File: src/hw/rtl/bfs_hop_distance_macros.svh
// ---------------------------------------------------------------------------
// Assertion macros for the hop distance block
// Shared property wrappers, clocked on clk_i.
// ---------------------------------------------------------------------------
`ifndef BFS_HOP_DISTANCE_MACROS_SVH
`define BFS_HOP_DISTANCE_MACROS_SVH

// Check a property out of reset.
`define BHD_ASSERT(lbl, prop, msg) \
  lbl: assert property (@(posedge clk_i) disable iff (!rst_ni) prop) else $error(msg);

// Check a property at every edge, reset included.
`define BHD_ASSERT_ALWAYS(lbl, prop, msg) \
  lbl: assert property (@(posedge clk_i) prop) else $error(msg);

`endif

File: src/hw/rtl/bhd_ram.sv
// ---------------------------------------------------------------------------
// Generic RAM
// One write port, one read port, registered read data.
// ---------------------------------------------------------------------------
module bhd_ram #(
  parameter int unsigned WIDTH = 8,
  parameter int unsigned DEPTH = 64
) (
  input  logic                     clk_i,
  input  logic                     we_i,
  input  logic [$clog2(DEPTH)-1:0] waddr_i,
  input  logic [WIDTH-1:0]         wdata_i,
  input  logic [$clog2(DEPTH)-1:0] raddr_i,
  output logic [WIDTH-1:0]         rdata_o
);

  logic [WIDTH-1:0] mem_q [DEPTH];
  logic [WIDTH-1:0] rdata_q;

  always_ff @(posedge clk_i) begin
    if (we_i) begin
      mem_q[waddr_i] <= wdata_i;
    end
    rdata_q <= mem_q[raddr_i];
  end

  assign rdata_o = rdata_q;

endmodule

File: config.mk
export PLATFORM = sky130hd
export DESIGN_NAME = bhd_ram
export DESIGN_NICKNAME = d
export VERILOG_FILES = /design/src/hw/rtl/bfs_hop_distance_macros.svh /design/src/hw/rtl/bhd_ram.sv
export SDC_FILE = /design/constraint.sdc
export NUM_CORES = 1
export LEC_CHECK = 0
export BUFFER_PORTS_ARGS = -buffer_cell sky130_fd_sc_hd__buf_4
export CAP_MARGIN = 25
export CORE_MARGIN = 4
export CORE_UTILIZATION = 50
export DETAILED_ROUTE_END_ITERATION = 8
export GPL_TIMING_DRIVEN = 0
export PLACE_DENSITY = 0.66
export SLEW_MARGIN = 20
export SYNTH_ARGS = -nofsm -noshare
export SYNTH_HDL_FRONTEND = slang
export SYNTH_SLANG_ARGS = --single-unit
File: constraint.sdc
create_clock -name clk_i -period 2.03 [get_ports clk_i]
set_clock_uncertainty 0.1 [all_clocks]
set_input_delay 0.1015 -clock clk_i [delete_from_list [all_inputs] [get_ports clk_i]]
set_output_delay 0.1015 -clock clk_i [all_outputs]
set_load 0.005 [all_outputs]
=== Word-level counts from Yosys, hierarchy flattened ===
Memories as Yosys holds them, arrays and structs flattened. A register that Yosys moved wholly into a read port is not among the register bits.
Cells that the tools add are included.

* Input port bits: 22
* Memories kept: 1
* Register bits after elaboration: 0
* RAM bits: 512

{| class="wikitable"
|+ Memory list
! name !! words !! width !! read ports !! clocked after Yosys merged registers in !! wr ports !! RTL line !! source
|-
| mem_q || 64 || 8 || 1 || 1 || 1 || bhd_ram.sv:17 || <nowiki>logic [WIDTH-1:0] mem_q [DEPTH];</nowiki>
|}

* Mux-type cells: 2

{| class="wikitable"
|+ Operators by type and width
! cell !! count
|-
| 2-to-1 mux 1 bit || 2
|}

=== Longest topological paths before layout ===
Gate-level depths: netlist of run 1.

* Depth in word-level cells: 2
* Mapped depth: 9
* Mapped depth without buffers: 5

=== Worst setup path after synthesis of run 1 ===
No wires, ideal clock.

* Path kind: input to register
* Start: input raddr_i[1]
* End: register rdata_q[3] (netlist: rdata_o[3]), read port of mem_q
* Setup time: 128 ps
* Path buffers: 3
* Required time: 1802 ps
* Arrival: 1641 ps
* Setup slack: 161 ps
* Cell stages on the path: 7
* Cell sequence: buf_4 buf_2 buf_2 mux4_2 mux4_2 o21ai_1 o41ai_1

{| class="wikitable"
|+ RTL lines
! item !! RTL line !! source
|-
| start: declaration || bhd_ram.sv:13 || <nowiki>input logic [$clog2(DEPTH)-1:0] raddr_i,</nowiki>
|-
| end: declaration || bhd_ram.sv:18 || <nowiki>logic [WIDTH-1:0] rdata_q;</nowiki>
|}

=== Worst setup path after layout of run 1 ===
* Start: input waddr_i[1]
* End: memory mem_q[35][4], enable pin

{| class="wikitable"
|+ RTL lines
! item !! RTL line !! source
|-
| start: declaration || bhd_ram.sv:11 || <nowiki>input logic [$clog2(DEPTH)-1:0] waddr_i,</nowiki>
|-
| end: declaration || bhd_ram.sv:17 ||
|}

No word-level cell before the write port.

==> results of run 1 <==
[worst min path at each step]
stage	from	end	slack [ns]
4_1_cts	raddr_i[5]	rdata_o[5]	-0.23
2_1_floorplan	wdata_i[0]	mem_q[0][0]	0.10
6_report	wdata_i[1]	mem_q[20][1]	-0.02
5_1_grt	wdata_i[1]	mem_q[20][1]	0.008
3_3_place_gp	rdata_o[7]	rdata_o[7]	0.38
3_5_place_dp	rdata_o[5]	rdata_o[5]	0.38
[layout by cell type, fill, tap and decap left out, drive strengths merged, types with 4 or more instances in the layout]
cell type,instances
nor3,7
a211oi,4
nand2,19
a221oi,6
nor2b,14
o221ai,8
clkinv,25
mux2i,23
nand2b,7
o22ai,8
dfxtp,8
mux2,13
nor2,83
edfxtp,512
nand3,13
mux4,126
o21ai,4
buf,52
clkbuf,88
[power by group through the flow]
stage	combinational, mW	sequential (mW)	clock (mW)
5_1_grt	1.30	11.9	9.59
3_5_place_dp	1.18	12.1	0
4_1_cts	1.22	11.9	9.09
3_3_place_gp	1.16	12.1	0
6_report	1.24	11.9	8.98
2_1_floorplan	0.633	12.1	0
[area by class of cell]
| class | instances | area share [%] |
|---|---|---|
| Buffer | 51 | 1.47 |
| Timing Repair Buffer | 24 | 0.822 |
| Multi-Input combinational cell | 369 | 19.8 |
| Antenna cell | 1 | 0.0110 |
| Sequential cell | 520 | 68.1 |
| Clock inverter | 28 | 0.773 |
| Tap cell | 525 | 2.88 |
| Clock buffer | 68 | 6.19 |
[state kept, by name, indices dropped and copies added, names as in the netlist]
| register | cells |
|---|---|
| mem_q | 512 |
| rdata_o | 8 |
[layer usage]
layer | global-route usage [%] | vias to the layer above | wire length (µm)
li1 | - | 4090 | -
met1 | 30.6 | 5191 | 18500
met2 | 34.4 | 453 | 22800
met3 | 4.07 | 97 | 3820
met4 | 6.30 | 0 | 1380
met5 | 0 | - | 0
[worst register-to-register path, delay by kind of cell (launching register included)]
kind | cells | cell delay [ns]
AO/OA/AOI/OAI | 2 | 0.46
AND/OR/NAND/NOR | 1 | 0.22
flip-flops | 1 | 0.35
multiplexers | 2 | 0.78
[cell usage after synthesis, drive strengths merged (3+ instances only)]
cell | n | area (µm²)
nand3b | 3 | 22.5
mux2i | 23 | 230
buf | 34 | 253
a221oi | 6 | 52.6
nor2 | 83 | 312
nand3 | 13 | 65.1
mux2 | 13 | 146
o21ai | 4 | 20.0
clkbuf | 17 | 63.8
dfxtp | 8 | 160
a22oi | 3 | 22.5
nor2b | 14 | 87.6
nor3 | 7 | 35.0
o2bb2ai | 3 | 26.3
nand2b | 7 | 43.8
a211oi | 4 | 30.0
edfxtp | 512 | 15400
o22ai | 8 | 50.1
nand2 | 19 | 71.3
mux4 | 126 | 2840
a21oi | 3 | 15.0
o2111ai | 3 | 26.3
o221ai | 8 | 70.1
[cell families (layout without fill, tap and decap cells)]
logic type | Yosys count | after routing | synth area share [%]
muxes | 162 | 162 | 15.9
and+or+nand+nor | 153 | 153 | 3.39
AOI/OAI and AO/OA | 54 | 54 | 2.07
buffers and inverters | 51 | 171 | 1.57
DFF | 520 | 520 | 77.0
other | 0 | 1 | 0
[per-stage QoR]
stage / hold WS [ns] / instances / cell area (µm²)
2_1_floorplan: 0.100 / 940 / 20200
5_1_grt: 0.00771 / 1585 / 22800
4_1_cts: -0.233 / 1584 / 22700
3_3_place_gp: 0.382 / 1486 / 21000
3_5_place_dp: 0.381 / 1486 / 21000
6_report: -0.0191 / 1586 / 22800
[repair_timing]
action                                  4_1_cts  5_1_grt
setup buffers                                 0        0
endpoints found under the setup margin       16       85
endpoints found under the hold margin        54        3
hold buffers                                  2        1
pin swaps                                     0        2
gates resized for setup                      29       30
==> impl.org, run 1 <==
** GRT
- The first global-routing pass estimated 68200 µm of wire.
- Entering global routing, the biggest net connects 65 pins.
- Number of global-route vias before repair :: around 10000
- Antenna violations before repair :: 0
- Total grt overflow :: 0
- Global routing used between 20% and 30% of the available tracks across all layers.

** Power and ir drop
- The internal portion of the total power is roughly 17 mW.
- Summing internal, switching and leakage power gives approximately 22 mW.
- Largest voltage drop on the vdd net :: slightly below 0.7 mV
- LEAKAGE :: ~7 nW
- Sequential cells account for a little over half of the total power.
- For this design the ratio of total power to cell area is 969 nW/µm².
- Combinational share of power :: between 5 and 6%
- Share of power burned in the clock network :: slightly above 40%
- For this design the total switching power over the nets is 4.65 mW.
- Switching portion of total power :: between 20% and 30%

** Placement
- Dpl ws :: -0.915 ns
- HPWL after detailed placement :: 29100 µm
- Port buffer count :: 21
- Routability congestion estimate :: around 0.87

** Drt
- In the routed layout, each cell is associated on average with a via count of 6.20.
- Count of nets left with antenna violations after detail routing :: 0
- After detailed routing, the number of remaining DRC violations is 0.
- In the final routed layout, each cell accounts on average for a little under 30 µm.
- After detailed routing, the total wire length is between 40000 and 50000 µm.
- First-pass iteration count of the detailed router :: 5
- Drt initial violations :: 1186
- Summing over every cut layer, the via total after detailed routing is 9831.

** Hold path
- Number of cells on the worst hold path :: 1
- The worst hold path belongs to the class in -> reg.

** STA
- The total count of hold-check failures in the final report is 6.
- Final worst-path cycle share :: 105%
- Relative slew margins :: between 20 and 30%
- Time the worst path needs with I/O delays and setup :: approximately 2.1 ns
- Endpoints failing setup :: between 50 and 60
- The tightest hold path in the finished design has a slack of -0.0191 ns.
- Final number of max-transition violations :: 0
- Peak Freq :: between 400 and 500 MHz
- In the post-route analysis, the smallest setup slack over all paths is -0.105 ns.
- Slew of the pin with the lowest slew margin :: 1.05 ns
- Setup repair after global routing could not meet its margin everywhere.
- Setup TNS :: -4.27 ns

** CTS
- CTS saw 520 sinks.
- After clock tree synthesis, the clock-pin slew on the worst setup and hold paths is around 0.060 ns.
- Clock buffer depth :: 3
- The tree is rooted in a sky130_fd_sc_hd__clkbuf_16.
- CTS H-tree lvls :: 2
- Number of buffers created by CTS :: 52
- Clock latency of the later-clocked register in the worst-skew pair :: ~0.58 ns
- TritonCTS built the clock tree.

** Floorplan
- Die Span Y :: approximately 210 µm
- The die covers approximately 44000 µm².
- The total area inside the core boundary comes to around 40000 µm².
- Chip width :: 209 µm
- 30 I/O pins were placed.
- Starting density of the core :: 50.6%
- FP Rows :: 73

** Synthesis
- The netlist uses 40 different library cells.
- For this run, the number of Yosys warnings is 0.
- Counting flops with a built-in enable in the synthesized netlist gives 512.
- The synthesized design contains 520 register bits.
- In this run the cell area of the synthesized design comes to just over 20000 µm².
- Of all flip-flops after synthesis, the portion carrying an async set or reset was 0%.
- For this run, the leading register cell type out of synthesis is sky130_fd_sc_hd__edfxtp_1.
- In the synthesized netlist, the number of instances is between 900 and 1000.
- Number of nets in the synthesized netlist :: ~960
- Part of the Yosys area used for sequential elements :: between 70% and 80%
- Syn avg cell area :: approximately 21 µm²

** Final layout
- The filler cells instantiated in the layout total between 2000 and 3000.
- Layout area overhead :: 13.2%
- Final-stage net count :: between 1000 and 1500
- Layout Utilization :: between 50% and 60%
- Summing all multi-input logic gate instances after layout gives 4520 µm².
- Combined flip-flop and latch cell area :: between 15000 and 20000 µm²
- The post-route netlist has between 20% and 30% of its cells at a drive strength greater than 1.

** Critical path
- Crit path buf inv count :: 1
- Kind of cell adding the most delay to the critical path :: simple AND/OR/NAND/NOR gates
- Arrival time of the worst setup path :: 2.24 ns
- Critical path depth in cells :: 4
- For the worst flop-to-flop path, the logic depth is 5.
- Category of the worst setup path capture point :: register
- In this run the critical register-to-register path is captured at rdata_o[6].
- Capture point of the critical path :: mem_q[35][4]
- Setup slack on the worst flop-to-flop path :: -0.02 ns
- STA puts the critical path data required time at roughly 2.1 ns.
- Maximum fanout along the worst path :: 10
- Critical Setup Path Class :: in -> reg
- Sort of element at the start of the critical path :: input pin
- In this run the critical register-to-register path is launched from mem_q[21][6].
- Cell at the slowest stage of the critical path :: sky130_fd_sc_hd__nor2_1
- Walking the worst path, the cells encountered are clkbuf_1 -> nor2b_1 -> nand3_1 -> nor2_1.
- In this run the worst setup path begins at waddr_i[1].
- Maximum cell stage delay along the critical path :: between 0.8 and 0.9 ns

** Run
- The tool flagged a number of max-cap violations equal to 0.

** Run status
- Violations in the final reports :: negative hold slack, negative setup slack
- Outcome :: finished, violations left
Note: power is estimated with default switching activity, not from simulation.
==> inputs of run 2 (changes only) <==
--- a/config.mk
+++ b/config.mk
@@ -7,7 +7,6 @@
 export LEC_CHECK = 0
 export BUFFER_PORTS_ARGS = -buffer_cell sky130_fd_sc_hd__buf_4
 export CAP_MARGIN = 25
-export CORE_MARGIN = 4
 export CORE_UTILIZATION = 50
 export DETAILED_ROUTE_END_ITERATION = 8
 export GPL_TIMING_DRIVEN = 0
==> constraint.sdc (replaced) <==
create_clock -name clk_i -period 2.03 [get_ports clk_i]
set_clock_uncertainty 0.1 [all_clocks]
set_input_delay 0.1015 -clock clk_i [delete_from_list [all_inputs] [get_ports clk_i]]
set_output_delay 0.1015 -clock clk_i [all_outputs]
set_load 0.02 [all_outputs]
==> impl.org, run 2 (same netlist as run 1, synthesis figures left out) <==
** Run status
- Outcome: finished, violations left (unchanged).
- Violations in the final reports :: negative hold slack, negative setup slack (unchanged)

** GRT
- Pin count of the biggest net entering global routing :: 65 (unchanged)
- Antenna violations before repair :: 1 (was 0)
- Total grt overflow :: 0 (unchanged)
- The first-pass GRT wire length was 67600 µm (was 68200 µm).
- Overall routing resource usage :: 23.4% (was 21.4%)
- The via count of the first global-routing pass was 9636 (was 9956).

** Floorplan
- Chip width :: 203 µm (was 209 µm)
- FP Rows :: 73 (unchanged)
- Starting density of the core :: 50.8% (was 50.6%)
- The total I/O pin count is 30 (unchanged).
- The area enclosed by the die boundary came to 41100 µm² (was 43600 µm²).
- Area of the placeable core :: 39700 µm² (was 39800 µm²)
- The vertical extent of the die was 203 µm (was 209 µm).

** STA
- The total of endpoints with negative setup slack in the final report was 8 (was 59).
- Time the worst path needs with I/O delays and setup :: 2.04 ns (was 2.14 ns)
- Final number of hold-violating endpoints :: 6 (unchanged)
- PnR worst setup slack :: -0.00904 ns (was -0.105 ns)
- The highest attainable clock frequency was 490 MHz (was 468 MHz).
- Hold WS :: -0.0177 ns (was -0.0191 ns)
- Relative slew margins :: 31.1% (was 29.9%)
- Slew of the pin with the lowest slew margin :: 1.03 ns (was 1.05 ns)
- Final worst-path cycle share :: 100% (was 105%)
- Unrepaired setup endpoints after global routing: yes (unchanged).
- The max-slew violation count came to 0 (unchanged).

** Power and ir drop
- The ratio of total power to cell area came to 974 nW/µm² (was 969 nW/µm²).
- The leakage power total came to 7.10 nW (was 7.09 nW).
- Overall power after layout :: 22.2 mW (was 22.1 mW)
- The maximum VDD drop was 0.544 mV (was 0.695 mV).

** Drt
- Number of DRC violations after detailed routing :: 0 (unchanged)
- Routed vias/inst :: 6.17 (was 6.20)
- Detailed-route via count :: 9768 (was 9831)
- Drt initial violations :: 1132 (was 1186)
- Count of nets left with antenna violations after detail routing :: 0 (unchanged)
- The routed wire length per instance was 29.4 µm (was 29.3 µm).
- The total wire length was 46600 µm (was 46500 µm).
- First-pass iteration count of the detailed router :: 5 (unchanged)

** CTS
- Sinks on Clock Net :: 520 (unchanged)
- Number of buffers created by CTS :: 51 (was 52)
- Clock tree from TritonCTS :: yes (unchanged)
- CTS Root Cell :: sky130_fd_sc_hd__clkbuf_16 (unchanged)
- The post-CTS clock slew at the launch and capture registers of the worst setup and hold paths came to 0.06 ns (about the same).
- Clock buffer depth :: 3 (unchanged)
- Clock latency of the later-clocked register in the worst-skew pair :: 0.58 ns (about the same)
- The number of H-tree levels is 2 (unchanged).

** Critical path
- Critical Setup Path Class :: in -> reg (unchanged)
- Arrival time of the worst setup path :: 2.13 ns (was 2.24 ns)
- The last element of the critical path is mem_q[45][6] (was mem_q[35][4]).
- The kind of cell adding the most delay to the critical path was simple AND/OR/NAND/NOR gates (unchanged).
- The stage delay of the slowest cell on the critical path came to 0.90 ns (was 0.89 ns).
- Crit path buf inv count :: 1 (unchanged)
- Worst path cell trace: clkbuf_1 -> nor2b_1 -> nand3_1 -> nor2_1 (unchanged).
- Critical Path RT :: 2.12 ns (was 2.13 ns)
- The total stage count of the critical path came to 4 (unchanged).
- The startpoint type of the worst setup path was an input pin (unchanged).
- Maximum fanout along the worst path :: 10 (unchanged)
- Category of the worst setup path capture point :: register (unchanged)
- The startpoint of the worst-slack reg-to-reg timing path is mem_q[3][0] (was mem_q[21][6]).
- The terminus of the critical flop-to-flop path was rdata_o[0] (was rdata_o[6]).
- Cell at the slowest stage of the critical path :: sky130_fd_sc_hd__nor2_1 (unchanged)
- Reg2reg path depth :: 5 (unchanged)
- The timing startpoint of the critical path is waddr_i[2] (was waddr_i[1]).
- Setup slack on the worst flop-to-flop path :: 0.01 ns (was -0.02 ns)

** Final layout
- Most common cell after layout, fill and taps aside :: sky130_fd_sc_hd__edfxtp_1 (unchanged)
- Most flops, register :: mem_q (unchanged)
- Filler-free cell count of the finished design :: 1582 (was 1586)
- The layout cell share with drive strength beyond 1 is 27.8% (was 28.7%).
- The number of flip-flops under the largest register name is 512 (unchanged).
- Layout area overhead :: 13.1% (was 13.2%)
- Ant. Diodes :: 0 (was 1)
- The count of nets after finishing came to 1040 (unchanged).
- Multi-input logic area :: 4470 µm² (was 4520 µm²)
- The filler cell count was 2883 (was 2954).
- Combined flip-flop and latch cell area :: 15500 µm² (unchanged)
- Most frequent cells in the layout: 512 x sky130_fd_sc_hd__edfxtp_1, 126 x sky130_fd_sc_hd__mux4_2, 79 x sky130_fd_sc_hd__nor2_1 (was 512 x sky130_fd_sc_hd__edfxtp_1, 126 x sky130_fd_sc_hd__mux4_2, 74 x sky130_fd_sc_hd__nor2_1).

** Placement
- HPWL after detailed placement :: 29600 µm (was 29100 µm)
- Routability congestion estimate :: 0.901 (was 0.868)
- The count of input and output buffers is 21 (unchanged).
- Placed instance count :: 1486 (unchanged)

** Hold path
- The type of the worst min-delay path was in -> reg (unchanged).
- The source of the worst hold timing path is wdata_i[3] (was wdata_i[1]).

** Run
- The count of max-cap constraint violations is 0 (unchanged).
## run 2: cell count changes in the layout (fill, tap and decap cells not counted), moves of 4 or more
cell,delta
sky130_fd_sc_hd__clkbuf_8,+5
sky130_fd_sc_hd__clkinv_1,-7
sky130_fd_sc_hd__clkinv_2,-4
sky130_fd_sc_hd__nor2_1,+5
sky130_fd_sc_hd__nor2_2,-5
## run 2: per-layer routing
metal  global-route usage (%)  vias up  wire length, µm
met4                     7.06        2             1140
met5                        0        -               12
li1                         -     4083                -
met3                     3.82       69             3400
met2                     35.9      405            22100
met1                     34.9     5209            19900
## run 2: layout make-up
class                   instances  area share [%]
flip-flops and latches        520            68.1
repair buffers                 25           0.866
well taps                     525            2.88
plain buffers                  51            1.49
multi-input cells             369            19.6
clock inverters                19           0.685
clock buffers                  73            6.40
## run 2: worst reg2reg max path, stage by stage, from the launching register on
cell and delay (ns):
sky130_fd_sc_hd__edfxtp_1 0.36, sky130_fd_sc_hd__mux4_2 0.52, sky130_fd_sc_hd__mux4_2 0.56, sky130_fd_sc_hd__nor2_4 0.12, sky130_fd_sc_hd__nor3_2 0.05, sky130_fd_sc_hd__o2bb2ai_2 0.17
## run 2: how the worst min path moves through the flow
| stage | endpoint | slack [ns] | cells past startpoint |
|---|---|---|---|
| finish | mem_q[50][3] | -0.02 | 1 |
| CTS | mem_q[12][0] | 0.003 | 1 |
| detailed placement | rdata_o[5] | 0.36 | 2 |
| floorplan | mem_q[0][0] | 0.10 | 0 |
| global placement | rdata_o[3] | 0.36 | 2 |
| global route | mem_q[49][3] | 0.002 | 1 |
## run 2: timing repair
| item | CTS | global route |
|---|---|---|
| endpoints found under the hold margin | 103 | 0 |
| setup endpoints to repair | 8 | 16 |
| hold buffers | 4 | 0 |
| pin swaps | 4 | 6 |
| resized for setup | 25 | 19 |
| buffers inserted | 0 | 0 |
## run 2: power breakdown
part	switching [mW]	leakage [nW]	internal, mW
clock	3.81	0.798	5.24
combinational	0.797	1.62	0.466
sequential	0.0205	4.67	11.9
total	4.63	7.10	17.6
## run 2: metrics by stage
step	utilization (%)	worst slack, ns	setup TNS, ns	instance area (µm²)	hold slack [ns]
6_report	57.4	-0.00904	-0.0494	22800	-0.0177
4_1_cts	57.3	-0.0232	-0.0458	22800	0.00317
3_5_place_dp	52.8	-0.975	-130.42	21000	0.357
5_1_grt	57.4	-0.0261	-0.0817	22800	0.00196
3_3_place_gp	52.8	-0.905	-99.25	21000	0.362
2_1_floorplan	-	0.161	0	20200	0.100
==> inputs of run 3 (changes only) <==
--- a/config.mk
+++ b/config.mk
@@ -7,6 +7,7 @@
 export LEC_CHECK = 0
 export BUFFER_PORTS_ARGS = -buffer_cell sky130_fd_sc_hd__buf_4
 export CAP_MARGIN = 25
+export CORE_ASPECT_RATIO = 0.7
 export CORE_UTILIZATION = 50
 export DETAILED_ROUTE_END_ITERATION = 8
 export GPL_TIMING_DRIVEN = 0
==> constraint.sdc (replaced) <==
create_clock -name clk_i -period 2.4 [get_ports clk_i]
set_clock_uncertainty 0.1 [all_clocks]
set_input_delay 0.12 -clock clk_i [delete_from_list [all_inputs] [get_ports clk_i]]
set_output_delay 0.12 -clock clk_i [all_outputs]
set_load 0.02 [all_outputs]
==> impl.org, run 3 (same netlist as run 1, synthesis figures left out) <==
** GRT
- Overall routing resource usage :: 24.1% (was 23.4%)
- The residual overflow from global routing was 0 (unchanged).
- The number of antenna violations at the first check in global routing is 0 (was 1).
- Most congested layer reported by global routing :: met1 (was met2)
- The via count of the first global-routing pass came to 9688 (was 9636).
- The first-pass GRT wire length was 69200 µm (was 67600 µm).
- The maximum number of pins on one net before global-route repair was 65 (unchanged).
- The met3 usage came to 6.86% (was 3.82%).
- The met2 demand-to-capacity share in global routing was 33.6% (was 35.9%).
- The met1 global-route usage came to 36.8% (was 34.9%).

** Drt
- The number of remaining DRC errors came to 0 (unchanged).
- Count of nets left with antenna violations after detail routing :: 0 (unchanged)
- First-pass iteration count of the detailed router :: 5 (unchanged)
- The number of DRC markers after the initial detailed-route iteration came to 1337 (was 1132).
- The total wire length was 47900 µm (was 46600 µm).
- The average vias per placed instance came to 6.26 (was 6.17).
- The routed wire length per instance was 30.3 µm (was 29.4 µm).
- Detailed-route via count :: 9901 (was 9768)

** Power and ir drop
- Overall power after layout :: 18.1 mW (was 22.2 mW)
- The ratio of total power to cell area was 809 nW/µm² (was 974 nW/µm²).
- Largest voltage drop on the vdd net :: 0.657 mV (was 0.544 mV)
- The share of power burned in combinational logic is 5.7% (about the same).
- Cell internal pwr :: 14.3 mW (was 17.6 mW)
- The leakage power total came to 6.92 nW (was 7.10 nW).
- Net Switching :: 3.89 mW (was 4.63 mW)
- The clock share of power is 38.8% (was 40.7%).
- Switching portion of total power :: 21.4% (was 20.8%)
- Portion of total power attributed to sequential cells :: 55.5% (was 53.6%)

** Final layout
- Layout Utilization :: 56.4% (was 57.4%)
- Final standard cell area without fillers :: 22400 µm² (was 22800 µm²)
- Layout area overhead :: 11.2% (was 13.1%)
- Most frequent cells in the layout: 512 x sky130_fd_sc_hd__edfxtp_1, 126 x sky130_fd_sc_hd__mux4_2, 83 x sky130_fd_sc_hd__nor2_1 (was 512 x sky130_fd_sc_hd__edfxtp_1, 126 x sky130_fd_sc_hd__mux4_2, 79 x sky130_fd_sc_hd__nor2_1).
- The number of flip-flops under the largest register name came to 512 (unchanged).
- The most common cell after layout, fill and taps aside was sky130_fd_sc_hd__edfxtp_1 (unchanged).
- The layout cell share with drive strength beyond 1 came to 24.5% (was 27.8%).
- Filler cell count :: 2946 (was 2883)
- Most flops, register :: mem_q (unchanged)
- Final-stage net count :: 1034 (was 1040)
- Ant. Diodes :: 0 (unchanged)

** Critical path
- Reg2reg path depth :: 4 (was 5)
- The terminus of the critical flop-to-flop path was rdata_o[5] (was rdata_o[0]).
- The biggest fanout along the worst timing path came to 10 (unchanged).
- The timing startpoint of the critical path is raddr_i[1] (was waddr_i[2]).
- Cell at the slowest stage of the critical path :: sky130_fd_sc_hd__buf_1 (was sky130_fd_sc_hd__nor2_1)
- Category of the worst setup path capture point :: register (unchanged)
- Arrival time of the worst setup path :: 2.61 ns (was 2.13 ns)
- The data required time of the worst path came to 2.70 ns (was 2.12 ns).
- Kind of cell adding the most delay to the critical path :: buffers and inverters (was simple AND/OR/NAND/NOR gates)
- The buffering stage count on the worst path with inverters included came to 3 (was 1).
- The startpoint-to-endpoint class of the critical path is in -> reg (unchanged).
- The startpoint of the worst-slack reg-to-reg timing path is mem_q[3][5] (was mem_q[3][0]).
- Maximum cell stage delay along the critical path :: 0.74 ns (was 0.90 ns)
- Setup slack on the worst flop-to-flop path :: 0.09 ns (was 0.01 ns)
- Worst path cell trace: buf_4 -> buf_2 -> buf_1 -> nand2_1 -> a211oi_1 -> nor4_1 -> nor3_1 -> o32ai_1 (was clkbuf_1 -> nor2b_1 -> nand3_1 -> nor2_1).
- The startpoint type of the worst setup path was an input pin (unchanged).

** CTS
- The number of buffers inserted during clock tree synthesis came to 47 (was 51).
- CTS Root Cell :: sky130_fd_sc_hd__clkbuf_16 (unchanged)
- The number of sinks on the clock net is 520 (unchanged).
- CTS H-tree lvls :: 2 (unchanged)
- Clock latency of the later-clocked register in the worst-skew pair :: 0.57 ns (was 0.58 ns)
- Clock buffer depth :: 3 (unchanged)
- The post-CTS clock slew at the launch and capture registers of the worst setup and hold paths came to 0.06 ns (about the same).
- The clock tree from TritonCTS is yes (unchanged).

** Floorplan
- The standard cell core area was 39800 µm² (was 39700 µm²).
- The horizontal extent of the die was 242 µm (was 203 µm).
- The number of standard-cell rows in the floorplan came to 61 (was 73).
- The vertical extent of the die was 170 µm (was 203 µm).
- The starting density of the core is 50.7% (was 50.8%).
- I/O pin total :: 30 (unchanged)
- The area enclosed by the die boundary is 41200 µm² (was 41100 µm²).

** Hold path
- The end point of the worst hold path is mem_q[17][2] (was mem_q[50][3]).
- The type of the worst min-delay path is in -> reg (unchanged).
- The source of the worst hold timing path is wdata_i[2] (was wdata_i[3]).
- Number of cells on the worst hold path :: 1 (unchanged)

** STA
- Setup TNS :: 0 ns (was -0.0494 ns)
- Time the worst path needs with I/O delays and setup :: about 2.3 ns
- The total count of hold-check failures in the final report came to 0 (was 6).
- Relative slew margins :: 33.5% (was 31.1%)
- Unrepaired setup endpoints after global routing :: yes (unchanged)
- Final number of max-transition violations :: 0 (unchanged)
- Based on the critical path, the design can be clocked at up to between 400 and 500 MHz.
- Slew of the pin with the lowest slew margin :: 0.994 ns (was 1.03 ns)
- Final worst-path cycle share :: roughly 96%
- Endpoints failing setup :: 0 (was 8)

** Placement
- HPWL after detailed placement :: 30500 µm (was 29600 µm)
- The count of input and output buffers is 21 (unchanged).
- The final estimated routing congestion in global placement came to 0.906 (was 0.901).
- Area post-placement :: 21000 µm² (about the same)

** Run
- Number of maximum-capacitance constraint violations :: 0 (unchanged)

** Run status
- Outcome :: finished, final reports clean (was finished, violations left)
run 3: cell count changes in the layout (fill, tap and decap cells not counted), sizes merged:
cell,before,now
buf,54,56
clkdlybuf4s15,1,0
clkbuf,90,81
bufinv,2,1
clkinvlp,0,2
dlygate4sd3,4,1
inv,1,0
run 3: worst max path at each step:
stage                             to  slack, ns  cells past startpoint
after floorplan           rdata_o[3]       0.51                      7
after global placement    rdata_o[5]      -0.51                      9
after detailed placement  rdata_o[3]      -0.53                      9
after CTS                 rdata_o[3]       0.08                      9
after global routing      rdata_o[0]      -0.02                      6
final                     rdata_o[6]       0.09                      8
run 3: timing repair:
| action | in CTS | in global routing |
|---|---|---|
| endpoints found under the hold margin | 3 | 0 |
| gates resized for setup | 2 | 4 |
| buffers inserted | 0 | 0 |
| setup endpoints to repair | 2 | 4 |
| hold buffers | 1 | 0 |
run 3: cell type report:
type | instances | area (µm²) | area share (%)
flip-flops and latches | 520 | 15500 | 69.3
multi-input cells | 369 | 4330 | 19.3
clock buffers | 64 | 1280 | 5.72
well taps | 535 | 669 | 2.98
plain buffers | 51 | 318 | 1.42
repair buffers | 23 | 179 | 0.798
clock inverters | 19 | 114 | 0.508
run 3: through the flow:
stage	setup slack, ns	instances	hold slack [ns]
6_report	0.0901	1581	0.000120
5_1_grt	-0.0205	1581	0.0256
4_1_cts	0.0822	1580	0.00994
3_5_place_dp	-0.528	1496	0.412
3_3_place_gp	-0.514	1496	0.420
2_1_floorplan	0.512	940	0.119
run 3: layer usage:
metal  vias to the layer above  wire length [µm]
li1                       4069                 -
met1                      5232             20800
met2                       512             20500
met3                        88              5310
met4                         0              1330
met5                         -                 0
run 3: power by group through the flow:
| stage | sequential [mW] | combinational (mW) | clock, mW |
|---|---|---|---|
| after global routing | 10.1 | 1.09 | 7.45 |
| final | 10.1 | 1.04 | 7.04 |
| after detailed placement | 10.3 | 1.03 | 0 |
| after global placement | 10.3 | 1.01 | 0 |
| after CTS | 10.1 | 1.03 | 7.13 |
| after floorplan | 10.3 | 0.536 | 0 |
